**src/rtl/assert_macros.svh**
```systemverilog
// ---------------------------------------------------------------------------
// Assertion macros for the rectangle fill sequencer RTL
// ---------------------------------------------------------------------------
`ifndef ASSERT_MACROS_SVH
`define ASSERT_MACROS_SVH

// Check that the consequent holds in the same cycle as the antecedent
`define LRF_ASSERT_SAME(lbl, clk, rst, ante, cons) \
  lbl: assert property (@(posedge clk) disable iff (rst) (ante) |-> (cons)) \
    else $error("lrf assertion failed");

// Check that the consequent holds in the cycle after the antecedent
`define LRF_ASSERT_NEXT(lbl, clk, rst, ante, cons) \
  lbl: assert property (@(posedge clk) disable iff (rst) (ante) |=> (cons)) \
    else $error("lrf assertion failed");

`endif

```
**src/rtl/lrf_pkg.sv**
```systemverilog
// ---------------------------------------------------------------------------
// lrf_pkg
// Shared constants, command codes and types of the rectangle fill sequencer.
// ---------------------------------------------------------------------------
package lrf_pkg;

  localparam int COORD_BITS    = 12;
  localparam int CALC_BITS     = COORD_BITS + 2;
  localparam int SCR_BITS      = 11;
  localparam int PIX_BITS      = 2 * SCR_BITS;
  localparam int COLOR_BITS    = 16;
  localparam int Q_DEPTH       = 4;
  localparam int Q_PTR_BITS    = $clog2(Q_DEPTH);
  localparam int APB_ADDR_BITS = 3;
  localparam int APB_DATA_BITS = 32;

  localparam logic [7:0] CMD_COLUMN = 8'h2A;
  localparam logic [7:0] CMD_ROW    = 8'h2B;
  localparam logic [7:0] CMD_WRITE  = 8'h2C;

  localparam logic [SCR_BITS-1:0] SCREEN_W_RST = SCR_BITS'(320);
  localparam logic [SCR_BITS-1:0] SCREEN_H_RST = SCR_BITS'(240);

  // Item actions
  localparam logic ACT_START = 1'b0;
  localparam logic ACT_PULL  = 1'b1;

  // Register indexes (address bit 2)
  localparam logic REG_WIDTH  = 1'b0;
  localparam logic REG_HEIGHT = 1'b1;

  // Position in the byte stream of one fill
  typedef enum logic [3:0] {
    HS_COL_CMD,
    HS_COL_SH,
    HS_COL_SL,
    HS_COL_EH,
    HS_COL_EL,
    HS_ROW_CMD,
    HS_ROW_SH,
    HS_ROW_SL,
    HS_ROW_EH,
    HS_ROW_EL,
    HS_WRITE_CMD,
    HS_PIXEL
  } hdr_step_t;

  // Classified item travelling from front to back
  typedef struct packed {
    logic                  is_pull;
    logic [SCR_BITS-1:0]   col_start;
    logic [SCR_BITS-1:0]   col_end;
    logic [SCR_BITS-1:0]   row_start;
    logic [SCR_BITS-1:0]   row_end;
    logic [SCR_BITS-1:0]   span_w;
    logic [SCR_BITS-1:0]   span_h;
    logic [COLOR_BITS-1:0] color;
  } lrf_cmd_t;

  typedef struct packed {
    logic full;
    logic empty;
  } lrf_qstat_t;

endpackage

```
**src/rtl/lrf_front.sv**
```systemverilog
// ---------------------------------------------------------------------------
// lrf_front
// Classifies incoming items and clips start rectangles to the screen; starts
// that clip to nothing are dropped here and never reach the queue.
// ---------------------------------------------------------------------------
module lrf_front (
  input  logic                                  action,
  input  logic signed [lrf_pkg::COORD_BITS-1:0] rect_x,
  input  logic signed [lrf_pkg::COORD_BITS-1:0] rect_y,
  input  logic signed [lrf_pkg::COORD_BITS-1:0] rect_w,
  input  logic signed [lrf_pkg::COORD_BITS-1:0] rect_h,
  input  logic [lrf_pkg::COLOR_BITS-1:0]        color,
  input  logic [lrf_pkg::SCR_BITS-1:0]          screen_width,
  input  logic [lrf_pkg::SCR_BITS-1:0]          screen_height,
  output logic                                  keep,
  output lrf_pkg::lrf_cmd_t                     cmd
);
  import lrf_pkg::*;

  logic signed [CALC_BITS-1:0] x, y, w, h, sw, sh;
  logic signed [CALC_BITS-1:0] x0, y0, w0, h0, w1, h1;
  logic signed [CALC_BITS-1:0] x_end, y_end, c_end, r_end;
  logic                        x_over, y_over, clip_empty;

  // Widen to a range that holds every sum
  assign x  = CALC_BITS'(rect_x);
  assign y  = CALC_BITS'(rect_y);
  assign w  = CALC_BITS'(rect_w);
  assign h  = CALC_BITS'(rect_h);
  assign sw = $signed(CALC_BITS'(screen_width));
  assign sh = $signed(CALC_BITS'(screen_height));

  // Clip the left and top edges
  assign x0 = (x < 0) ? '0 : x;
  assign y0 = (y < 0) ? '0 : y;
  assign w0 = (x < 0) ? w + x : w;
  assign h0 = (y < 0) ? h + y : h;

  // Clip the right and bottom edges; the far edge is unchanged by the left clip
  assign x_end  = x + w;
  assign y_end  = y + h;
  assign x_over = x_end > sw;
  assign y_over = y_end > sh;
  assign w1     = x_over ? sw - x0 : w0;
  assign h1     = y_over ? sh - y0 : h0;
  assign c_end  = x_over ? sw - CALC_BITS'(1) : x_end - CALC_BITS'(1);
  assign r_end  = y_over ? sh - CALC_BITS'(1) : y_end - CALC_BITS'(1);

  assign clip_empty = (w1 <= 0) || (h1 <= 0);

  // Pulls always go on; starts only when something is left to draw
  assign keep = (action == ACT_PULL) || !clip_empty;

  always_comb begin
    cmd.is_pull   = (action == ACT_PULL);
    cmd.col_start = x0[SCR_BITS-1:0];
    cmd.col_end   = c_end[SCR_BITS-1:0];
    cmd.row_start = y0[SCR_BITS-1:0];
    cmd.row_end   = r_end[SCR_BITS-1:0];
    cmd.span_w    = w1[SCR_BITS-1:0];
    cmd.span_h    = h1[SCR_BITS-1:0];
    cmd.color     = color;
  end

endmodule

```
**src/rtl/lrf_queue.sv**
```systemverilog
// ---------------------------------------------------------------------------
// lrf_queue
// Short first-in first-out queue of classified items between front and back.
// ---------------------------------------------------------------------------
module lrf_queue (
  input  logic               clk,
  input  logic               rst,
  input  logic               push,
  input  lrf_pkg::lrf_cmd_t  push_cmd,
  input  logic               pop,
  output lrf_pkg::lrf_cmd_t  head,
  output lrf_pkg::lrf_qstat_t stat
);
  import lrf_pkg::*;

  lrf_cmd_t              store [Q_DEPTH];
  logic [Q_PTR_BITS-1:0] wr_ptr, rd_ptr;
  logic [Q_PTR_BITS:0]   count;

  assign stat.full  = (count == (Q_PTR_BITS+1)'(Q_DEPTH));
  assign stat.empty = (count == '0);
  assign head       = store[rd_ptr];

  // Write the entry at the tail
  always_ff @(posedge clk) begin
    if (push) begin
      store[wr_ptr] <= push_cmd;
    end
  end

  // Advance pointers and track occupancy
  always_ff @(posedge clk) begin
    if (rst) begin
      wr_ptr <= '0;
      rd_ptr <= '0;
      count  <= '0;
    end else begin
      if (push) begin
        wr_ptr <= wr_ptr + 1'b1;
      end
      if (pop) begin
        rd_ptr <= rd_ptr + 1'b1;
      end
      if (push && !pop) begin
        count <= count + 1'b1;
      end else if (pop && !push) begin
        count <= count - 1'b1;
      end
    end
  end

endmodule

```
**src/rtl/lrf_back.sv**
```systemverilog
// ---------------------------------------------------------------------------
// lrf_back
// Carries out queued items in order: loads a fill window on a start while idle,
// walks the command header and pixel bytes on each pull, and holds the result
// in an output register.
// ---------------------------------------------------------------------------
module lrf_back (
  input  logic              clk,
  input  logic              rst,
  input  lrf_pkg::lrf_cmd_t head,
  input  logic              q_empty,
  output logic              pop,
  output logic              out_valid,
  input  logic              out_ready,
  output logic              has_byte,
  output logic [7:0]        out_byte,
  output logic              is_data,
  output logic              last
);
  import lrf_pkg::*;

  logic                  busy, busy_next;
  hdr_step_t             step, step_next;
  logic [SCR_BITS-1:0]   col_start, col_end, row_start, row_end;
  logic [SCR_BITS-1:0]   col_start_next, col_end_next, row_start_next, row_end_next;
  logic [COLOR_BITS-1:0] fill_color, fill_color_next;
  logic [PIX_BITS-1:0]   pixels_left, pixels_left_next;
  logic                  high_next, high_next_next;
  logic                  out_valid_next;
  logic                  emit;
  logic                  e_has, e_data, e_last;
  logic [7:0]            e_byte;
  logic                  can_emit;

  // Take the head when it is a start, or when the output register is free
  assign can_emit = !out_valid || out_ready;
  assign pop      = !q_empty && (!head.is_pull || can_emit);

  // Next state and byte selection
  always_comb begin
    busy_next        = busy;
    step_next        = step;
    col_start_next   = col_start;
    col_end_next     = col_end;
    row_start_next   = row_start;
    row_end_next     = row_end;
    fill_color_next  = fill_color;
    pixels_left_next = pixels_left;
    high_next_next   = high_next;
    out_valid_next   = out_valid && !out_ready;
    emit             = 1'b0;
    e_has            = 1'b0;
    e_byte           = '0;
    e_data           = 1'b0;
    e_last           = 1'b0;

    if (pop) begin
      if (!head.is_pull) begin
        // Load a new window unless a fill is running
        if (!busy) begin
          busy_next        = 1'b1;
          step_next        = HS_COL_CMD;
          high_next_next   = 1'b1;
          col_start_next   = head.col_start;
          col_end_next     = head.col_end;
          row_start_next   = head.row_start;
          row_end_next     = head.row_end;
          fill_color_next  = head.color;
          pixels_left_next = PIX_BITS'(head.span_w) * PIX_BITS'(head.span_h);
        end
      end else begin
        emit           = 1'b1;
        out_valid_next = 1'b1;
        if (busy) begin
          e_has  = 1'b1;
          e_data = 1'b1;
          if (step != HS_PIXEL) begin
            step_next = hdr_step_t'(step + 4'd1);
          end
          case (step)
            HS_COL_CMD: begin
              e_byte = CMD_COLUMN;
              e_data = 1'b0;
            end
            HS_COL_SH: e_byte = 8'(col_start >> 8);
            HS_COL_SL: e_byte = col_start[7:0];
            HS_COL_EH: e_byte = 8'(col_end >> 8);
            HS_COL_EL: e_byte = col_end[7:0];
            HS_ROW_CMD: begin
              e_byte = CMD_ROW;
              e_data = 1'b0;
            end
            HS_ROW_SH: e_byte = 8'(row_start >> 8);
            HS_ROW_SL: e_byte = row_start[7:0];
            HS_ROW_EH: e_byte = 8'(row_end >> 8);
            HS_ROW_EL: e_byte = row_end[7:0];
            HS_WRITE_CMD: begin
              e_byte = CMD_WRITE;
              e_data = 1'b0;
            end
            HS_PIXEL: begin
              // Colour high byte, then low byte closes one pixel
              if (high_next) begin
                e_byte         = fill_color[15:8];
                high_next_next = 1'b0;
              end else begin
                e_byte           = fill_color[7:0];
                high_next_next   = 1'b1;
                pixels_left_next = pixels_left - 1'b1;
                if (pixels_left == PIX_BITS'(1)) begin
                  e_last    = 1'b1;
                  busy_next = 1'b0;
                  step_next = HS_COL_CMD;
                end
              end
            end
            default: e_byte = '0;
          endcase
        end
      end
    end
  end

  // Control state
  always_ff @(posedge clk) begin
    if (rst) begin
      busy      <= 1'b0;
      step      <= HS_COL_CMD;
      high_next <= 1'b1;
      out_valid <= 1'b0;
    end else begin
      busy      <= busy_next;
      step      <= step_next;
      high_next <= high_next_next;
      out_valid <= out_valid_next;
    end
  end

  // Window and pixel counter
  always_ff @(posedge clk) begin
    col_start   <= col_start_next;
    col_end     <= col_end_next;
    row_start   <= row_start_next;
    row_end     <= row_end_next;
    fill_color  <= fill_color_next;
    pixels_left <= pixels_left_next;
  end

  // Output register; hold while the result waits
  always_ff @(posedge clk) begin
    if (emit) begin
      has_byte <= e_has;
      out_byte <= e_byte;
      is_data  <= e_data;
      last     <= e_last;
    end
  end

endmodule

```
**src/rtl/lcd_rectangle_fill_sequencer_top.sv**
```systemverilog
// ---------------------------------------------------------------------------
// lcd_rectangle_fill_sequencer_top
// Rectangle fill byte sequencer for a serial LCD panel, with screen size
// registers on an APB-style port.
// ---------------------------------------------------------------------------
// The block takes one item per clock while the queue has room. A start item
// (action 0) is clipped to the screen in the cycle it is accepted and, if
// anything is left, queued; a start that clips to nothing is dropped and a
// start that reaches the back end while a fill runs is ignored, and neither
// gives a result. A pull item (action 1) gives exactly one result: the next
// panel byte (column command and four address bytes, row command and four
// bytes, memory-write command, then two bytes per pixel, the final one with
// last set), or has_byte 0 when no fill runs. A four-entry queue sits between
// the clipping front end and the byte sequencer, and the back end retires one
// queued item per cycle, pulls only while its output register is free or
// being taken; a pull passes through the queue and then the output register,
// and pulls sustain one byte per cycle while out_ready stays high. Registers
// screen_width (address 0) and screen_height (address 4) reset to 320 and 240.
// ---------------------------------------------------------------------------
`include "assert_macros.svh"

module lcd_rectangle_fill_sequencer_top (
  input  logic                                     clk,
  input  logic                                     rst,
  input  logic                                     in_valid,
  output logic                                     in_ready,
  input  logic                                     action,
  input  logic signed [lrf_pkg::COORD_BITS-1:0]    rect_x,
  input  logic signed [lrf_pkg::COORD_BITS-1:0]    rect_y,
  input  logic signed [lrf_pkg::COORD_BITS-1:0]    rect_w,
  input  logic signed [lrf_pkg::COORD_BITS-1:0]    rect_h,
  input  logic [lrf_pkg::COLOR_BITS-1:0]           color,
  output logic                                     out_valid,
  input  logic                                     out_ready,
  output logic                                     has_byte,
  output logic [7:0]                               out_byte,
  output logic                                     is_data,
  output logic                                     last,
  input  logic                                     psel,
  input  logic                                     penable,
  input  logic                                     pwrite,
  input  logic [lrf_pkg::APB_ADDR_BITS-1:0]        paddr,
  input  logic [lrf_pkg::APB_DATA_BITS-1:0]        pwdata,
  output logic [lrf_pkg::APB_DATA_BITS-1:0]        prdata,
  output logic                                     pready
);
  import lrf_pkg::*;

  logic [SCR_BITS-1:0] screen_width, screen_height;
  logic                cfg_write;
  logic                keep, push, pop;
  lrf_cmd_t            front_cmd, q_head;
  lrf_qstat_t          q_stat;

  // Register port: always ready, written in the access phase
  assign pready    = 1'b1;
  assign cfg_write = psel && penable && pwrite && pready;

  always_ff @(posedge clk) begin
    if (rst) begin
      screen_width  <= SCREEN_W_RST;
      screen_height <= SCREEN_H_RST;
    end else if (cfg_write) begin
      if (paddr[2] == REG_WIDTH) begin
        screen_width <= pwdata[SCR_BITS-1:0];
      end else begin
        screen_height <= pwdata[SCR_BITS-1:0];
      end
    end
  end

  assign prdata = (paddr[2] == REG_HEIGHT) ? APB_DATA_BITS'(screen_height)
                                           : APB_DATA_BITS'(screen_width);

  // Accept while the queue has room
  assign in_ready = !q_stat.full;
  assign push     = in_valid && in_ready && keep;

  lrf_front u_front (
    .action        (action),
    .rect_x        (rect_x),
    .rect_y        (rect_y),
    .rect_w        (rect_w),
    .rect_h        (rect_h),
    .color         (color),
    .screen_width  (screen_width),
    .screen_height (screen_height),
    .keep          (keep),
    .cmd           (front_cmd)
  );

  lrf_queue u_queue (
    .clk      (clk),
    .rst      (rst),
    .push     (push),
    .push_cmd (front_cmd),
    .pop      (pop),
    .head     (q_head),
    .stat     (q_stat)
  );

  lrf_back u_back (
    .clk       (clk),
    .rst       (rst),
    .head      (q_head),
    .q_empty   (q_stat.empty),
    .pop       (pop),
    .out_valid (out_valid),
    .out_ready (out_ready),
    .has_byte  (has_byte),
    .out_byte  (out_byte),
    .is_data   (is_data),
    .last      (last)
  );

  // An accepted pull is waiting in the queue in the following cycle
  `LRF_ASSERT_NEXT(a_pull_queued, clk, rst, in_valid && in_ready && (action == ACT_PULL), !q_stat.empty)
  // The closing byte of a fill is always a real pixel byte
  `LRF_ASSERT_SAME(a_last_is_pixel, clk, rst, out_valid && last, has_byte && is_data)
  // An idle pull result carries nothing
  `LRF_ASSERT_SAME(a_idle_blank, clk, rst, out_valid && !has_byte, (out_byte == 8'h00) && !is_data && !last)

endmodule

```
**config.mk**
```make
export PLATFORM = sky130hd
export DESIGN_NAME = lcd_rectangle_fill_sequencer_top
export DESIGN_NICKNAME = d
export VERILOG_FILES = /design/src/rtl/lrf_pkg.sv /design/src/rtl/lrf_front.sv /design/src/rtl/lrf_queue.sv /design/src/rtl/lrf_back.sv /design/src/rtl/lcd_rectangle_fill_sequencer_top.sv
export VERILOG_INCLUDE_DIRS = /design/src /design/src/rtl
export SDC_FILE = /design/constraint.sdc
export NUM_CORES = 1
export LEC_CHECK = 0
export BUFFER_PORTS_ARGS = -buffer_cell sky130_fd_sc_hd__buf_2
export CELL_PAD_IN_SITES_DETAIL_PLACEMENT = 1
export CELL_PAD_IN_SITES_GLOBAL_PLACEMENT = 2
export CORE_ASPECT_RATIO = 1.75
export CORE_MARGIN = 4
export CORE_UTILIZATION = 39
export DETAILED_ROUTE_END_ITERATION = 8
export PLACE_DENSITY_LB_ADDON = 0.05
export REMOVE_ABC_BUFFERS = 1
export SLEW_MARGIN = 5
export SYNTH_ARGS = -nofsm -noshare
export SYNTH_HDL_FRONTEND = slang
export SYNTH_SLANG_ARGS = --single-unit
```
**constraint.sdc**
```tcl
create_clock -name clk -period 6.7 [get_ports clk]
set_input_delay 0.67 -clock clk [delete_from_list [all_inputs] [get_ports clk]]
set_output_delay 0.67 -clock clk [all_outputs]
set_load 0.01 [all_outputs]
```
---- After elaboration in Yosys (flattened, before gate mapping) ----
Memory sizes are Yosys's and may differ from the RTL's. A register that Yosys moved wholly into a read port is not among the register bits.
Cells that the tools add are included.
word-level totals
  register bits ........................... 129
  latch bits .............................. 0
  memory bits (writable) .................. 332
  ROM bits ................................ 0
  bits of input ports ..................... 107
  output and inout bits ................... 46
  word-level logic and storage cells ...... 143
  memories kept ........................... 1
cells by class
  add/subtract/negate cells ............... 14
  $mul .................................... 1
  div/mod/pow operators ................... 0
  order comparisons ....................... 6
  equal/unequal tests ..................... 18
  shift-type cells ........................ 0
  multiplexer cells ....................... 46
  bitwise operators ....................... 5
  reductions and logical operators ........ 33
memory list
  memory         words  bits a word  read ports  clocked after memory_dff  write ports  line             text
  u_queue.store  4      83           1           1                         1            lrf_queue.sv:16  lrf_cmd_t store [Q_DEPTH];
operators with widths
  operator               number
  $mux 22                5
  $pmux 8 s12            1
  $mux 14                6
  $mux 11                3
  $le 14x1->1 const B    2
  $mux 4                 7
  $sub 12x14->14         2
  $add 12x12->13         2
  $gt 13x12->1           2
  $lt 12x1->1 const B    2
  $eq 22x1->1 const B    1
  $mul 11x11->22         1
  $sub 11x1->11 const B  2
  $sub 11x2->11 const B  2
  $sub 22x1->22 const B  1
  $mux 1                 19
  $eq 4x3->1 const B     4
  $eq 4x4->1 const B     4
  $reduce_and 3->1       3
  $eq 4x2->1 const B     2
  $logic_and 1x1->1      8
  $logic_not 1->1        8
  $mux 8                 1
  $mux 3                 2
  20 further kinds       33

---- Longest topological paths before layout ----
  depth after elaboration ................. 13
  depth in mapped cells ................... 26
  depth with buffers taken out ............ 25

---- Hierarchy ----
Synthesis repeated with hierarchy kept, for this count alone.
unflattened totals
  cells, all modules ...................... 2,143
  area total of the unflattened synthesis .. 27,010.9 um^2
by module, submodules not included
  module                            instances  cells each  area each (um^2)  seq. area each (um^2)
  lrf_queue                         1          477         12,406.9          10,149.7
  lrf_back                          1          848         8,667.1           2,932.8
  lrf_front                         1          689         4,682.0           0.0
  lcd_rectangle_fill_sequencer_top  1          129         1,255.0           440.4

---- Worst setup path after synthesis ----
OpenSTA, ideal clock, no wires.
  kind .................................... register -> register
  start ................................... register with a tool-made name
  end ..................................... register u_back.pixels_left[21] (data pin)
  setup time .............................. 0.270 ns
  arrival time ............................ 6.543 ns
  required time ........................... 6.430 ns
  setup slack ............................. -0.113 ns
  cell stages (with the launch flop) ...... 20
  buffers on the path ..................... 3
  clock period less this slack ............ 6.813 ns
  cells stage by stage .................... dfxtp_1 > buf_1 > buf_1 > mux4_2 > clkbuf_1 > and2_1 > fa_1 > inv_1 > fa_1 > inv_1 > fa_1 > fa_1 > fa_1 > ha_1 > and3_1 > o311a_1 > o31ai_1 > o21ai_0 > o41ai_1 > a31oi_1
RTL lines
  item                  line             text
  end signal, assigned  lrf_back.sv:146  pixels_left <= pixels_left_next;
  end, declared         lrf_back.sv:27   logic [PIX_BITS-1:0] pixels_left, pixels_left_next;

==> metrics.cfg <==
[cts]
numCtsBuffers=43
cts-hold-fix-buffers=0
cts-root-buf=clkbuf_16
clock_path_buffers=3
clk_latency_ns=0.61
cts_tree=built
htree_levels=2
clk_pin_slew_ns=0.07
cts_sinks=463

[timing]
setup_viol=0
fin_skew_ns=0.0395
final_period_minus_worst_setup_slack_ns=6.16
slew_viol_final=0
fmax_mhz=162
rsz0062_at_grt=no
hold_violations=0
tightestPinTransition_ns=1.02
relSlewSlack_pct=31.5
final.setup.tns_ns=0
finalCritPeriodShare_pct=92.0

[logic_synthesis]
ys.warnings.count=0
synthTopCellsByArea=edfxtp_1 49%, mux4_2 7.1%, ha_1 7.0%
synth_top_area_share_pct=48.9
async_reset_ff_share_pct=0
yosys.area.top_type=edfxtp_1
ys.flop_type=edfxtp_1
netlist-cell-type-count=82
synth_cells=2078
synth_area_sq_um=26100
yosysSeqAreaShare_pct=51.8
avgSynthCellArea_sq_um=12.6
synth_edf_count=425
ys_seq_elements=463

[setup_path]
path_class=flop to flop
start_kind=flop
crit_fanout=11
critPathRequiredTime_ns=7.05
cp.arrival_ns=6.51
worstSetupEndpointType=flop

[status]
status=complete, no violations

[min_path]
hold_path.class=input port to flop

[die]
die_x_um=203
ioPinCount=153
die_area_sq_um=71200
start_util_pct=39.3
fp-row-count=125
die-height_um=350
core-area_sq_um=66300

[layout]
drive_gt1_share_pct=15.7
layout_common_cells=425 x edfxtp_1, 212 x nand2_1, 174 x inv_1
fill_cells=7010
areaGrowthSynthToFinish_pct=12.4
nets=2541
multi_input_area_sq_um=11500
ff_latch_area_sq_um=13500
final_common_cell=edfxtp_1

[global_route]
grt-ovfl-total=0
use_met1_pct=22.7
grt_pass1_wl_um=112000
grt_pass1_vias=18300
top_usage_layer=met2
antenna_found_initial=1
grtUsageMet3_pct=2.57
grtUsageTotal_pct=20.7
grt_use_met2_pct=39.2
grt_max_degree=46

[detailed_routing]
drc_errors=0
dr.pass1.iters=4
viasPerCell=5.27
drt_wl_total_um=73500
post_drt_wl_per_cell_um=23.5
vias=16500
ant_nets=0
drt_iter0_drc=608

[place]
gp_congestion=0.844
port_buffers=107
hpwl_um=56800

[flow_run]
max_cap_viol_count=0

==> critical path, cell delays in order, from the launching register on <==
cell and delay [ns]:
dfxtp_4 0.44, buf_12 0.17, mux4_2 0.65, and2_1 0.24, fa_1 0.53, inv_1 0.06, fa_1 0.53, inv_1 0.05
fa_1 0.50, fa_1 0.51, fa_1 0.49, ha_1 0.36, and3_1 0.23, o311a_1 0.15, o31ai_1 0.25, buf_4 0.18
o21ai_0 0.12, o41ai_1 0.34, a31oi_1 0.07
==> registers in the layout (all words and copies together), names as in the netlist, 2 cells and up, named ones only <==
| signal | count |
|---|---|
| u_back.out_byte | 8 |
| screen_width | 11 |
| u_queue.count | 3 |
| u_queue.store | 332 |
| u_back.fill_color | 16 |
| u_queue.rd_ptr | 2 |
| u_back.row_end | 11 |
| u_back.col_start | 11 |
| u_back.row_start | 11 |
| u_back.pixels_left | 22 |
| u_back.col_end | 11 |
| screen_height | 11 |
| u_queue.wr_ptr | 2 |
| u_back.step | 4 |
==> cells by family (layout without fill, tap and decap cells) <==
| group | after synthesis | after routing | share of synthesized area, % |
|---|---|---|---|
| simple gates | 564 | 564 | 10.4 |
| flops | 463 | 463 | 51.8 |
| compound gates | 320 | 320 | 7.87 |
| buf+inv | 279 | 416 | 4.39 |
| fa+ha+maj | 231 | 231 | 13.5 |
| mux | 115 | 115 | 8.42 |
| xor+xnor | 104 | 104 | 3.49 |
| other cells | 2 | 23 | 0.0288 |
==> cell type report <==
class | instances | area share, %
sequential | 463 | 46.2
antenna | 1 | 0.00854
clock inverter | 26 | 0.990
tap | 889 | 3.79
multi-input combinational | 1356 | 39.3
clock buffer | 51 | 3.77
timing repair buffer | 163 | 3.77
inverter | 176 | 2.25
==> final timing paths <==
| kind | start | depth (start not counted) | slack [ns] | to |
|---|---|---|---|---|
| hold / removal | color[0] | 1 | 0.28 | u_queue.store[1][0]$_DFFE_PP_ |
| setup / recovery | flop | 18 | 0.54 | u_back.pixels_left[21]$_DFFE_PP_ |
| hold reg to reg | screen_width[10]$_SDFFE_PP0P_ | 2 | 0.50 | screen_width[10]$_SDFFE_PP0P_ |
| setup reg to reg | flop | 18 | 0.54 | u_back.pixels_left[21]$_DFFE_PP_ |
==> Yosys cell counts, types with 6 or more instances <==
cell	n
o211ai_1	9
and3_1	11
buf_1	14
o31ai_1	8
nor2_1	112
a211o_1	8
a31oi_1	18
or3_1	11
fa_1	85
o21a_1	14
nand3_1	31
and2_1	61
clkbuf_1	64
a21o_1	12
nand2_1	212
nor3_1	24
nand4_1	13
mux2_2	11
a211oi_1	15
mux2i_1	21
a221oi_1	6
xor2_1	38
nor4_1	22
dfxtp_1	38
inv_1	174
a21oi_1	105
nor2b_1	16
o21ai_0	64
buf_4	22
o21ai_1	6
mux4_2	82
nand2b_1	27
xnor2_1	66
edfxtp_1	425
ha_1	146
==> through the flow <==
stage / cells / instance area [sq um] / setup slack [ns] / hold slack (ns) / util (%)
after floorplan: 1995 / 25700 / -2.22 / 0.448 / -
after global placement: 3040 / 27800 / 0.231 / 0.477 / 42.0
after global routing: 3124 / 29300 / 0.0786 / 0.250 / 44.2
after CTS: 3117 / 29200 / 0.123 / 0.227 / 44.1
after detailed placement: 3040 / 27800 / 0.158 / 0.478 / 42.0
final: 3125 / 29300 / 0.536 / 0.277 / 44.2
==> layer usage <==
layer | share of wire [%] | wire length [um]
met5 | 0 | 0
met4 | 5.7 | 4160
met3 | 2.8 | 2070
met2 | 54 | 40000
met1 | 37 | 27300
==> what timing repair did <==
item / 4_1_cts / 5_1_grt
endpoints found under the setup margin: 0 / 5
buffers inserted: 0 / 7
endpoints found under the hold margin: 0 / 0
gates resized for setup: 0 / 0
Power is left out: the tool's default activity adds up to more than one toggle a clock period on the data nets, which glitch-free logic cannot reach.
